`config.mk`:
```
export PLATFORM = sky130hd
export DESIGN_NAME = ilbm_body_decoder_core
export DESIGN_NICKNAME = d
export VERILOG_FILES = /design/src/ilbm_pkg.sv /design/src/ilbm_body_decoder_core.sv
export VERILOG_INCLUDE_DIRS = /design/src /design/src/src
export SDC_FILE = /design/constraint.sdc
export NUM_CORES = 2
export LEC_CHECK = 0
export ABC_AREA = 1
export ABC_CLOCK_PERIOD_IN_PS = 18900
export BUFFER_PORTS_ARGS = -buffer_cell sky130_fd_sc_hd__buf_4
export CORE_ASPECT_RATIO = 0.9
export CORE_MARGIN = 5
export CORE_UTILIZATION = 45
export CTS_CLUSTER_SIZE = 40
export DETAILED_ROUTE_END_ITERATION = 16
export PLACE_DENSITY_LB_ADDON = 0.2
export SLEW_MARGIN = 10
export SYNTH_ARGS = -nofsm -noshare
export SYNTH_HDL_FRONTEND = slang
export SYNTH_SLANG_ARGS = --single-unit
```
`constraint.sdc`:
```
create_clock -name clk -period 18.9 [get_ports clk]
set_input_delay 0.945 -clock clk [delete_from_list [all_inputs] [get_ports clk]]
set_output_delay 0.945 -clock clk [all_outputs]
set_load 0.02 [all_outputs]
```
`src/assert_macros.svh`:
```
// assertion macros used by the decoder core
`ifndef ASSERT_MACROS_SVH
`define ASSERT_MACROS_SVH

// condition holds at every clock edge out of reset
`define ASSERT_ALWAYS(lbl, cond, msg) \
    lbl: assert property (@(posedge clk) disable iff (!rst_n) (cond)) else $error(msg);

// consequent holds in the same cycle as the antecedent
`define ASSERT_IMPLIES(lbl, ante, cons, msg) \
    lbl: assert property (@(posedge clk) disable iff (!rst_n) (ante) |-> (cons)) \
        else $error(msg);

`endif

```
`src/ilbm_pkg.sv`:
```
// shared constants for the ilbm body decoder
`timescale 1ns / 1ps
`default_nettype none

package ilbm_pkg;

    localparam int CFG_DATA_W   = 11;
    localparam int CFG_INDEX_W  = 2;
    localparam int BYTE_W       = 8;
    localparam int PIXELS_W     = 64;
    localparam int COLUMN_W     = 6;
    localparam int ROW_OUT_W    = 10;
    localparam int ROW_CNT_W    = 11;
    localparam int ROW_BYTES_W  = 6;
    localparam int PLANE_CNT_W  = 4;
    localparam int LEFT_W       = 8;
    localparam int ROW_LIMIT    = 1024;

    // configuration register indexes
    localparam logic [CFG_INDEX_W-1:0] CFG_COMPRESSED  = 2'd0;
    localparam logic [CFG_INDEX_W-1:0] CFG_ROW_BYTES   = 2'd1;
    localparam logic [CFG_INDEX_W-1:0] CFG_PLANE_COUNT = 2'd2;
    localparam logic [CFG_INDEX_W-1:0] CFG_ROW_COUNT   = 2'd3;

    // configuration reset values
    localparam logic                   RST_COMPRESSED  = 1'b1;
    localparam logic [ROW_BYTES_W-1:0] RST_ROW_BYTES   = 6'd40;
    localparam logic [PLANE_CNT_W-1:0] RST_PLANE_COUNT = 4'd8;
    localparam logic [ROW_CNT_W-1:0]   RST_ROW_COUNT   = 11'd200;

    // byterun1 command codes
    localparam logic [BYTE_W-1:0] CMD_NOOP     = 8'h80;
    localparam logic [8:0]        RUN_BIAS     = 9'd257;

endpackage

`default_nettype wire

```
`src/ilbm_body_decoder_core.sv`:
```
// ilbm body decoder: byterun1 or raw bit-plane rows to chunky pixel groups
//
//  channel   direction  handshake             payload
//  cfg       in         cfg_write             cfg_index, cfg_data
//  in        in         in_valid / in_ready   data_byte
//  out       out        out_valid / out_ready pixels, column, row_index_out,
//                                             last_of_burst, row_end, image_end
//
// command and skipped bytes are taken in idle; a raw or literal byte is taken, then
// written in the put step; a run's byte is written once per repeat (fewer if the line
//   ends first), one read-modify-write of the line buffer per repeated byte
// a byte on the last plane waits in the write step while the output register is full
// reset clears control state and the line buffer valid bits, no clearing pass
`timescale 1ns / 1ps
`default_nettype none
`include "assert_macros.svh"

module ilbm_body_decoder_core #(
    parameter int MAX_ROW_BYTES = 40,
    parameter int MAX_PLANES    = 8,
    parameter int MAX_ROWS      = 1024
) (
    input  wire logic                                clk,
    input  wire logic                                rst_n,
    input  wire logic                                cfg_write,
    input  wire logic [ilbm_pkg::CFG_INDEX_W-1:0]    cfg_index,
    input  wire logic [ilbm_pkg::CFG_DATA_W-1:0]     cfg_data,
    input  wire logic                                in_valid,
    output logic                                     in_ready,
    input  wire logic [ilbm_pkg::BYTE_W-1:0]         data_byte,
    output logic                                     out_valid,
    input  wire logic                                out_ready,
    output logic [ilbm_pkg::PIXELS_W-1:0]            pixels,
    output logic [ilbm_pkg::COLUMN_W-1:0]            column,
    output logic [ilbm_pkg::ROW_OUT_W-1:0]           row_index_out,
    output logic                                     last_of_burst,
    output logic                                     row_end,
    output logic                                     image_end
);
    import ilbm_pkg::*;

    localparam int COL_W    = (MAX_ROW_BYTES > 1) ? $clog2(MAX_ROW_BYTES) : 1;
    localparam int PLANE_W  = (MAX_PLANES > 1) ? $clog2(MAX_PLANES) : 1;
    localparam int BUF_W    = BYTE_W * MAX_PLANES;
    localparam int RB_W     = ROW_BYTES_W + 1;
    localparam int ROW_CAP  = (MAX_ROWS < ROW_LIMIT) ? MAX_ROWS : ROW_LIMIT;

    typedef enum logic {S_IDLE, S_PUT} state_t;
    typedef enum logic [1:0] {PH_CMD, PH_LIT, PH_RUN, PH_SKIP} phase_t;
    typedef enum logic [1:0] {M_ONE, M_LIT, M_RUN} mode_t;

    state_t                    state_reg, state_next;
    phase_t                    phase_reg, phase_next;
    mode_t                     mode_reg, mode_next;
    logic [LEFT_W-1:0]         bytes_left_reg, bytes_left_next;
    logic [BYTE_W-1:0]         put_byte_reg, put_byte_next;
    logic [COL_W-1:0]          column_pos_reg, column_pos_next;
    logic [PLANE_W-1:0]        plane_pos_reg, plane_pos_next;
    logic [ROW_OUT_W-1:0]      row_pos_reg, row_pos_next;

    logic                      compressed_reg, compressed_next;
    logic [ROW_BYTES_W-1:0]    row_bytes_reg, row_bytes_next;
    logic [PLANE_CNT_W-1:0]    plane_count_reg, plane_count_next;
    logic [ROW_CNT_W-1:0]      row_count_reg, row_count_next;

    logic [MAX_ROW_BYTES-1:0]  valid_reg, valid_next;
    logic                      rd_valid_reg, rd_valid_next;
    logic [BUF_W-1:0]          rd_data_reg;
    logic [BUF_W-1:0]          line_mem [MAX_ROW_BYTES];

    logic                      out_valid_reg, out_valid_next;
    logic [PIXELS_W-1:0]       pixels_reg, pixels_next;
    logic [COLUMN_W-1:0]       column_reg, column_next;
    logic [ROW_OUT_W-1:0]      row_out_reg, row_out_next;
    logic                      last_reg, last_next;
    logic                      row_end_reg, row_end_next;
    logic                      image_end_reg, image_end_next;

    logic [RB_W-1:0]           rb_eff;
    logic [PLANE_CNT_W-1:0]    pc_eff;
    logic [ROW_CNT_W-1:0]      rows_eff;
    logic                      line_end, last_plane, last_row;
    logic                      slot_free, mem_we, finish;
    logic [LEFT_W-1:0]         bl_dec;
    logic [BUF_W-1:0]          old_word, merged;
    logic [PIXELS_W-1:0]       chunky;

    // clamped register values
    always_comb
    begin
        if (row_bytes_reg == '0)
            rb_eff = RB_W'(1);
        else if (RB_W'(row_bytes_reg) > RB_W'(MAX_ROW_BYTES))
            rb_eff = RB_W'(MAX_ROW_BYTES);
        else
            rb_eff = RB_W'(row_bytes_reg);

        if (plane_count_reg == '0)
            pc_eff = PLANE_CNT_W'(1);
        else if (plane_count_reg > PLANE_CNT_W'(MAX_PLANES))
            pc_eff = PLANE_CNT_W'(MAX_PLANES);
        else
            pc_eff = plane_count_reg;

        if (row_count_reg == '0)
            rows_eff = ROW_CNT_W'(1);
        else if (row_count_reg > ROW_CNT_W'(ROW_CAP))
            rows_eff = ROW_CNT_W'(ROW_CAP);
        else
            rows_eff = row_count_reg;
    end

    assign line_end   = (RB_W'(column_pos_reg) + RB_W'(1)) >= rb_eff;
    assign last_plane = (PLANE_CNT_W'(plane_pos_reg) + PLANE_CNT_W'(1)) >= pc_eff;
    assign last_row   = (ROW_CNT_W'(row_pos_reg) + ROW_CNT_W'(1)) >= rows_eff;
    assign slot_free  = !out_valid_reg || out_ready;
    assign bl_dec     = (bytes_left_reg != '0) ? bytes_left_reg - LEFT_W'(1) : '0;
    assign old_word   = rd_valid_reg ? rd_data_reg : '0;

    // byte merge and planar to chunky turn
    always_comb
    begin
        merged = old_word;
        chunky = '0;
        for (int k = 0; k < MAX_PLANES; k++)
        begin
            if (PLANE_W'(k) == plane_pos_reg)
                merged[BYTE_W*k +: BYTE_W] = put_byte_reg;
        end
        for (int k = 0; k < MAX_PLANES; k++)
        begin
            for (int i = 0; i < 8; i++)
            begin
                if (PLANE_CNT_W'(k) < pc_eff)
                    chunky[8*i + k] = merged[BYTE_W*k + 7 - i];
            end
        end
    end

    always_comb
    begin
        state_next       = state_reg;
        phase_next       = phase_reg;
        mode_next        = mode_reg;
        bytes_left_next  = bytes_left_reg;
        put_byte_next    = put_byte_reg;
        column_pos_next  = column_pos_reg;
        plane_pos_next   = plane_pos_reg;
        row_pos_next     = row_pos_reg;
        compressed_next  = compressed_reg;
        row_bytes_next   = row_bytes_reg;
        plane_count_next = plane_count_reg;
        row_count_next   = row_count_reg;
        valid_next       = valid_reg;
        out_valid_next   = out_valid_reg;
        pixels_next      = pixels_reg;
        column_next      = column_reg;
        row_out_next     = row_out_reg;
        last_next        = last_reg;
        row_end_next     = row_end_reg;
        image_end_next   = image_end_reg;
        mem_we           = 1'b0;
        finish           = 1'b0;

        if (cfg_write)
        begin
            case (cfg_index)
                CFG_COMPRESSED:  compressed_next  = cfg_data[0];
                CFG_ROW_BYTES:   row_bytes_next   = cfg_data[ROW_BYTES_W-1:0];
                CFG_PLANE_COUNT: plane_count_next = cfg_data[PLANE_CNT_W-1:0];
                CFG_ROW_COUNT:   row_count_next   = cfg_data[ROW_CNT_W-1:0];
                default:         ;
            endcase
        end

        if (out_valid_reg && out_ready)
            out_valid_next = 1'b0;

        case (state_reg)
            S_IDLE:
            begin
                if (in_valid)
                begin
                    put_byte_next = data_byte;
                    if (!compressed_reg)
                    begin
                        phase_next      = PH_CMD;
                        bytes_left_next = '0;
                        mode_next       = M_ONE;
                        state_next      = S_PUT;
                    end
                    else
                    begin
                        case (phase_reg)
                            PH_CMD:
                            begin
                                if (data_byte < CMD_NOOP)
                                begin
                                    phase_next      = PH_LIT;
                                    bytes_left_next = data_byte + LEFT_W'(1);
                                end
                                else if (data_byte > CMD_NOOP)
                                begin
                                    phase_next      = PH_RUN;
                                    bytes_left_next = LEFT_W'(RUN_BIAS - {1'b0, data_byte});
                                end
                            end
                            PH_LIT:
                            begin
                                mode_next  = M_LIT;
                                state_next = S_PUT;
                            end
                            PH_RUN:
                            begin
                                mode_next  = M_RUN;
                                state_next = S_PUT;
                            end
                            PH_SKIP:
                            begin
                                bytes_left_next = bl_dec;
                                if (bl_dec == '0)
                                    phase_next = PH_CMD;
                            end
                            default: ;
                        endcase
                    end
                end
            end
            S_PUT:
            begin
                if (!last_plane || slot_free)
                begin
                    mem_we = 1'b1;
                    valid_next[column_pos_reg] = 1'b1;
                    finish = (mode_reg != M_RUN) || (bytes_left_reg <= LEFT_W'(1))
                             || line_end;

                    if (last_plane)
                    begin
                        out_valid_next = 1'b1;
                        pixels_next    = chunky;
                        column_next    = COLUMN_W'(column_pos_reg);
                        row_out_next   = row_pos_reg;
                        last_next      = finish;
                        row_end_next   = line_end;
                        image_end_next = line_end && last_row;
                    end

                    if (!line_end)
                        column_pos_next = column_pos_reg + COL_W'(1);
                    else
                    begin
                        column_pos_next = '0;
                        if (!last_plane)
                            plane_pos_next = plane_pos_reg + PLANE_W'(1);
                        else
                        begin
                            plane_pos_next = '0;
                            row_pos_next   = last_row ? '0 : row_pos_reg + ROW_OUT_W'(1);
                        end
                    end

                    case (mode_reg)
                        M_RUN:
                        begin
                            bytes_left_next = finish ? '0 : bytes_left_reg - LEFT_W'(1);
                            if (finish)
                                phase_next = PH_CMD;
                        end
                        M_LIT:
                        begin
                            bytes_left_next = bl_dec;
                            if (bl_dec == '0)
                                phase_next = PH_CMD;
                            else if (line_end)
                                phase_next = PH_SKIP;
                        end
                        default: ;
                    endcase

                    if (finish)
                        state_next = S_IDLE;
                end
            end
            default: state_next = S_IDLE;
        endcase

        rd_valid_next = valid_next[column_pos_next];
    end

    // line buffer, read at the next position with write bypass
    always_ff @(posedge clk)
    begin
        if (mem_we)
            line_mem[column_pos_reg] <= merged;
        if (mem_we && (column_pos_reg == column_pos_next))
            rd_data_reg <= merged;
        else
            rd_data_reg <= line_mem[column_pos_next];
    end

    always_ff @(posedge clk or negedge rst_n)
    begin
        if (!rst_n)
        begin
            state_reg       <= S_IDLE;
            phase_reg       <= PH_CMD;
            mode_reg        <= M_ONE;
            bytes_left_reg  <= '0;
            put_byte_reg    <= '0;
            column_pos_reg  <= '0;
            plane_pos_reg   <= '0;
            row_pos_reg     <= '0;
            compressed_reg  <= RST_COMPRESSED;
            row_bytes_reg   <= RST_ROW_BYTES;
            plane_count_reg <= RST_PLANE_COUNT;
            row_count_reg   <= RST_ROW_COUNT;
            valid_reg       <= '0;
            rd_valid_reg    <= 1'b0;
            out_valid_reg   <= 1'b0;
            pixels_reg      <= '0;
            column_reg      <= '0;
            row_out_reg     <= '0;
            last_reg        <= 1'b0;
            row_end_reg     <= 1'b0;
            image_end_reg   <= 1'b0;
        end
        else
        begin
            state_reg       <= state_next;
            phase_reg       <= phase_next;
            mode_reg        <= mode_next;
            bytes_left_reg  <= bytes_left_next;
            put_byte_reg    <= put_byte_next;
            column_pos_reg  <= column_pos_next;
            plane_pos_reg   <= plane_pos_next;
            row_pos_reg     <= row_pos_next;
            compressed_reg  <= compressed_next;
            row_bytes_reg   <= row_bytes_next;
            plane_count_reg <= plane_count_next;
            row_count_reg   <= row_count_next;
            valid_reg       <= valid_next;
            rd_valid_reg    <= rd_valid_next;
            out_valid_reg   <= out_valid_next;
            pixels_reg      <= pixels_next;
            column_reg      <= column_next;
            row_out_reg     <= row_out_next;
            last_reg        <= last_next;
            row_end_reg     <= row_end_next;
            image_end_reg   <= image_end_next;
        end
    end

    assign in_ready      = (state_reg == S_IDLE);
    assign out_valid     = out_valid_reg;
    assign pixels        = pixels_reg;
    assign column        = column_reg;
    assign row_index_out = row_out_reg;
    assign last_of_burst = last_reg;
    assign row_end       = row_end_reg;
    assign image_end     = image_end_reg;

    `ASSERT_ALWAYS(a_col_range, RB_W'(column_pos_reg) < RB_W'(MAX_ROW_BYTES),
                   "column position out of range")
    `ASSERT_ALWAYS(a_left_range, bytes_left_reg <= LEFT_W'(128), "byte count above 128")
    `ASSERT_IMPLIES(a_run_count, (state_reg == S_PUT) && (mode_reg == M_RUN),
                    bytes_left_reg != '0, "run step with no repeats left")
    `ASSERT_IMPLIES(a_image_end, out_valid_reg && image_end_reg, row_end_reg,
                    "image end without row end")
    `ASSERT_IMPLIES(a_write_free, mem_we && last_plane, !out_valid_reg || out_ready,
                    "result written over a waiting item")

endmodule

`default_nettype wire
```
==> Yosys cells after proc, flatten, opt, wreduce, memory -nomap -nowiden <==
Memories as Yosys holds them, arrays and structs flattened. A register that Yosys moved wholly into a read port is not among the register bits.
Index checks and enable logic that the tools add are counted.
{ "totals": {"register_bits": 187, "ramBits": 2560, "in_bits": 26, "output_inout_bits": 85, "elab_cells": 235, "mem_count": 1} }
{ "op_classes": {"n_addsub": 9, "order_cmp": 20, "n_eq_ne": 25, "n_mux": 128, "bitwise_logic": 2, "reduce_logical": 29} }
{ "mem_list": {"columns": ["name", "words", "width", "rd", "rd_ports_with_merged_regs", "write_ports", "line_no", "rtl"], "rows": [
  ["line_mem", 40, 64, 1, 1, 1, "ilbm_body_decoder_core.sv:69", "logic [BUF_W-1:0] line_mem [MAX_ROW_BYTES];"]
]} }
{ "ops": {"columns": ["op", "count"], "rows": [
  ["$mux W8", 15],
  ["$mux W40", 2],
  ["$mux W1", 79],
  ["$mux W64", 1],
  ["$pmux W8 S2", 3],
  ["$or A40 B40 Y40", 1],
  ["$mux W6", 4],
  ["$mux W11", 2],
  ["$mux W2", 10],
  ["$lt A3 B4 Y1 const A", 4],
  ["$pmux W2 S2", 4],
  ["$lt A6 B7 Y1 const B", 2],
  ["$eq A3 B3 Y1 const A", 4],
  ["$add A10 B1 Y11 const B", 1],
  ["$ge A11 B11 Y1", 1],
  ["$gt A11 B11 Y1 const B", 1],
  ["$logic_not A11 Y1", 1],
  ["$add A10 B1 Y10 const B", 1],
  ["$eq A2 B2 Y1 const B", 5],
  ["$mux W10", 1],
  ["$reduce_and A2 Y1", 5],
  ["$reduce_and A3 Y1", 3],
  ["$add A8 B1 Y8 const B", 1],
  ["$gt A8 B8 Y1 const B", 1],
  ["other kinds (45)", 61]
]} }

==> Depth between registers and ports, before layout <==
{ "depth": {"word_depth": 10, "mapped_depth": 23, "ltp_nobuf": 23} }

==> Worst setup path after synthesis <==
No wires, ideal clock.
{ "synth_path": {"kind": "register to register", "start": "reg plane_pos_reg[0]", "end": "reg rd_valid_reg", "setup_time_ps": 65, "t_arrival_ps": 7129, "t_required_ps": 18835, "path_slack_ps": 11706, "stages_incl_launch_ff": 20, "path_buffers": 1, "period_less_slack_ps": 7194, "cell_sequence": "dfrtp_1 -> ha_1 -> ha_1 -> inv_1 -> ha_1 -> nand2_1 -> inv_1 -> nand2_1 -> nand3_2 -> nand2_2 -> nand2_2 -> clkbuf_1 -> nor3_1 -> or2_2 -> nand2_1 -> nand3_1 -> nand2_1 -> nand2_1 -> nand3_1 -> nand2_1"} }
{ "synth_between": {"elab_chain_len": 8, "word_cells_on_any_way": 10, "cone_classes": "add/sub (1); order compare (1); mux (6); reduce/logical (2)"} }
{ "synth_lines": {"columns": ["element", "line_no", "rtl"], "rows": [
  ["start, declared", "ilbm_body_decoder_core.sv:58", "logic [PLANE_W-1:0] plane_pos_reg, plane_pos_next;"],
  ["start signal, assigned", "ilbm_body_decoder_core.sv:336", "plane_pos_reg <= plane_pos_next;"],
  ["$add A3 B1 Y4", "ilbm_body_decoder_core.sv:114", "assign last_plane = (PLANE_CNT_W'(plane_pos_reg) + PLANE_CNT_W'(1)) >= pc_eff;"],
  ["$ge A4 B4 Y1", "ilbm_body_decoder_core.sv:114", null],
  ["$logic_not A1 Y1", null, null],
  ["$logic_or A1 B1 Y1", "ilbm_body_decoder_core.sv:231", "if (!last_plane || slot_free)"],
  ["$mux W40", "ilbm_body_decoder_core.sv:231", null],
  ["$mux W40", "ilbm_body_decoder_core.sv:179", "case (state_reg)"],
  ["net valid_next[32]", "ilbm_body_decoder_core.sv:66", "logic [MAX_ROW_BYTES-1:0] valid_reg, valid_next;"],
  ["$bmux W1 S6", "ilbm_body_decoder_core.sv:288", "rd_valid_next = valid_next[column_pos_next];"],
  ["$mux W1 (not written as such)", "ilbm_body_decoder_core.sv:288", null],
  ["net rd_valid_next", "ilbm_body_decoder_core.sv:67", "logic rd_valid_reg, rd_valid_next;"],
  ["end signal, assigned", "ilbm_body_decoder_core.sv:343", "rd_valid_reg <= rd_valid_next;"],
  ["end, declared", "ilbm_body_decoder_core.sv:67", null]
]} }
The timed path passes the listed nets, and every way through them passes these cells. The select of a mux whose other input is x is not followed.
A chain may end at the register's enable or synchronous reset.

==> impl_summary.txt <==
----------------------------------------------------
[Logic synthesis]
  Synth Area in Simple Gates ... between 8 and 9%
  Mux cell area share after synthesis ... less than 1%
  Number of flops mapped to enable cells by yosys ... about 2600
  Share of the synthesized area in the top cell type ... a little over two thirds
  Syn Inst Count ... ~8500
  Most common cell in the synthesized netlist ... sky130_fd_sc_hd__edfxtp_1
  Post-Synth XOR/XNOR Area ... 0.120%
  Top area cells in the synthesized netlist ... sky130_fd_sc_hd__edfxtp_1, sky130_fd_sc_hd__o21ai_0, sky130_fd_sc_hd__nor2_1
  Sequential area share after synthesis ... between 70% and 80%
  Synthesized netlist net count ... 8590
  Top cell type by total area after synthesis ... sky130_fd_sc_hd__edfxtp_1
  Synthesis Warnings ... 0
  Number of synthesized register bits ... around 2800
  Post-synthesis adder-cell area fraction ... 0.434%
  Ys flop type ... sky130_fd_sc_hd__edfxtp_1
  Mean cell area of the mapped netlist ... 12.9 um2
  Area of the mapped netlist ... 110000 um2
  Synth cell count leaders ... sky130_fd_sc_hd__edfxtp_1, sky130_fd_sc_hd__nor2_1, sky130_fd_sc_hd__o21ai_0, sky130_fd_sc_hd__nand2_1, sky130_fd_sc_hd__o22ai_1
  Fraction of registers with async set or reset after synthesis ... 6.79%
  Dominant combinational cell family by area after synthesis ... compound AO/OA/AOI/OAI gates
  Number of distinct library cells after synthesis ... 55
  Area fraction in compound gates after synthesis ... between 10% and 20%

[Worst setup path]
  Gate family responsible for the most delay along the worst path ... buffers and inverters
  Cell occurring most often along the worst timing path ... sky130_fd_sc_hd__buf_4
  Capturing point of the worst reg2reg path ... pixels[18]
  Type of destination of the critical path ... flop
  Worst Setup Start Kind ... flop
  Critical path data arrival time ... around 6.5 ns
  Max incr delay on CP ... around 0.76 ns
  Maximum fanout count along the critical path ... just under 90
  Crit path cell chain ... buf_4 -> buf_4 -> buf_4 -> buf_4 -> o21ai_0 -> o22ai_1 -> nand2_1 -> nand3_1 -> nand3_1 -> nand2_1 -> a21oi_1 -> o22ai_2 -> buf_4 -> nand2_1 -> nand2_1
  Type of the worst setup path ... reg2reg
  Crit-path slowest cell ... sky130_fd_sc_hd__buf_4
  Crit path buf inv count ... 5
  Worst r2r path cells ... 15
  Req. time, crit path ... 19.76 ns
  FF-to-FF setup slack ... ~13 ns

[Layout]
  Fill cell total of the finished layout ... between 20000 and 25000
  Share of final-layout standard cells stronger than drive strength 1 ... 9.84%
  Area growth from synthesis to layout ... 12.5%
  Register Area ... around 82000 um2
  Utilization after layout ... between 50 and 60%
  Footprint of the multi-input gates ... between 20000 and 25000 um2
  Largest register FFs ... 2560
  Final layout net count ... about 8600

[Clock network]
  Clock tree from TritonCTS ... done
  Setup Fix Bufs, Post-CTS ... 0
  CTS-repair resized insts ... 0
  Clock insertion delay at the later pin of the skew report ... about 0.94 ns
  CTS root buf ... sky130_fd_sc_hd__clkbuf_16
  H-tree depth reported by CTS ... 5
  Cts-stage hold buffer count ... 0
  Clock-pin slew on the worst setup and hold paths ... 0.06 ns
  Clock buffer count from CTS ... around 300
  Maximum count of clock buffers along a single path ... 4
  Sink Count ... ~2800

[Placement]
  Final HPWL from detailed placement ... 174000 um
  RePlAce Congestion ... 0.872
  Buffers on Ports ... between 100 and 150

[Die]
  Vertical die dimension ... approximately 480 um
  Count of pins on the block boundary ... between 100 and 150
  Full die area ... about 250000 um2
  Core area ... 243000 um2
  Starting utilization of the core area ... a little under half
  # rows ... roughly 170
  Die W ... 530 um

[GRT]
  Total congestion overflow ... 0
  Wire length of the first global-routing pass ... around 500000 um
  Vias in the first global route ... about 70000
  Combined global-route utilization of all metal layers ... 27.2%
  Antenna violations before repair ... 18
  Largest net degree at the start of global routing ... around 220

[Timing]
  Portion of the clock cycle consumed by the worst path in the final layout ... between 20% and 30%
  Final number of hold-violating endpoints ... 0
  Max frequency ... between 0.15 and 0.2 GHz
  Setup repair after global routing missed its margin ... false
  Rel. slew slack ... 7.53%
  Worst clock skew ... between 0.06 and 0.07 ns
  Setup TNS Final ... 0 ns
  Setup-failing EPs final ... 0
  Max-slew violations ... 0
  Time the final worst path needs with I/O delays and setup ... 5.62 ns
  Worst slew pin tran ... ~1.4 ns

[Routing]
  Via total after detailed routing ... about 74000
  Wirelength, routed ... 353000 um
  Drt first pass iters ... 6
  Post-route DRC ... 0
  Via density per instance ... about 6.2
  Iter 0 DRT Violations ... 10900
  Antenna Nets Post-Route ... 0
  Routed wire per std cell ... slightly below 30 um

[Power and ir drop]
  Post-layout power ... approximately 23000 uW
  Power density over the cells ... 184 nW/um2
  Leakage ... a little over 0.04 uW
  IR drop worst, VDD ... about 0.13 mV

[Run status]
  Status ... finished, final reports clean

[Worst hold path]
  Path type of the worst min-delay path ... in2async

[Run]
  # Max-Cap Violations ... 0

----------------------------------------------------
## cell type report
cell class / count / share of cell area (%)
Multi-Input combinational cell: 4995 / 20.2
Clock buffer: 371 / 6.46
Timing Repair Buffer: 315 / 2.08
Inverter: 199 / 0.709
Antenna cell: 7 / 0.0142
Sequential cell: 2753 / 66.2
Clock inverter: 151 / 1.02
Tap cell: 3219 / 3.27
## through the flow
stage / setup WS (ns) / hold WS (ns) / area (um2) / cells
floorplan: 11.71 / 0.413 / 110000 / 8526
global placement: 12.37 / 0.423 / 114000 / 11500
detailed placement: 13.41 / 0.434 / 114000 / 11500
CTS: 13.40 / 0.0290 / 123000 / 12000
global route: 12.93 / 0.0438 / 123000 / 12000
finish: 13.28 / 0.0286 / 123000 / 12000
## logic make-up (layout without fill, tap and decap cells)
group | count (synthesis) | count (layout)
and+or+nand+nor | 2409 | 2409
muxes | 4 | 4
buffers and inverters | 778 | 1036
AOI/OAI and AO/OA | 2529 | 2529
DFF | 2753 | 2753
other | 0 | 7
adders and majority gates | 38 | 38
xor gates and xnor gates | 15 | 15
## how the worst max path moves through the flow
stage,end,cells past startpoint
after floorplan,rd_valid_reg,19
after global placement,pixels[6],17
after detailed placement,pixels[18],15
after CTS,pixels[18],15
after global routing,pixels[18],15
final,pixels[18],15
## power breakdown
group	leakage [uW]	internal, uW	total [uW]	switching [uW]
sequential	0.0255	9070	9280	210
combinational	0.0113	1730	7780	6050
clock	0.00451	3260	5600	2350
total	0.0414	14100	22700	8610
## cells in the final DEF, fill, tap and decap left out, types with 8 or more instances in the layout
cell type	Yosys	final
sky130_fd_sc_hd__a21oi_1	51	49
sky130_fd_sc_hd__a22o_1	10	10
sky130_fd_sc_hd__a22oi_1	8	8
sky130_fd_sc_hd__buf_12	0	14
sky130_fd_sc_hd__buf_4	25	298
sky130_fd_sc_hd__bufinv_16	0	20
sky130_fd_sc_hd__clkbuf_1	340	61
sky130_fd_sc_hd__clkbuf_16	0	308
sky130_fd_sc_hd__clkinv_1	1	68
sky130_fd_sc_hd__clkinv_2	0	48
sky130_fd_sc_hd__clkinvlp_4	0	8
sky130_fd_sc_hd__dfrtp_1	180	180
sky130_fd_sc_hd__edfxtp_1	2560	2560
sky130_fd_sc_hd__ha_1	38	38
sky130_fd_sc_hd__inv_1	192	169
sky130_fd_sc_hd__inv_6	0	24
sky130_fd_sc_hd__nand2_1	566	565
sky130_fd_sc_hd__nand3_1	215	215
sky130_fd_sc_hd__nand3b_1	9	9
sky130_fd_sc_hd__nand4_1	8	8
sky130_fd_sc_hd__nor2_1	1542	1524
sky130_fd_sc_hd__nor2_4	1	18
sky130_fd_sc_hd__nor3_1	34	30
sky130_fd_sc_hd__o211ai_1	73	73
sky130_fd_sc_hd__o21ai_0	1396	1396
sky130_fd_sc_hd__o21ai_1	232	210
sky130_fd_sc_hd__o21ai_2	38	59
sky130_fd_sc_hd__o221ai_1	203	203
sky130_fd_sc_hd__o22ai_1	488	488
sky130_fd_sc_hd__or2_2	10	10
sky130_fd_sc_hd__xor2_1	13	13
## routing by layer
| layer | GRT usage (%) | up-vias | part of all wire, % | wire [um] |
|---|---|---|---|---|
| met2 | 40.0 | 4372 | 44 | 155000 |
| li1 | - | 31800 | - | - |
| met5 | 0 | - | 0.018 | 62 |
| met4 | 9.45 | 10 | 3.7 | 13200 |
| met1 | 39.9 | 37300 | 41 | 145000 |
| met3 | 6.22 | 725 | 11 | 40300 |
No activity file was read; power rests on OpenSTA's default activity.
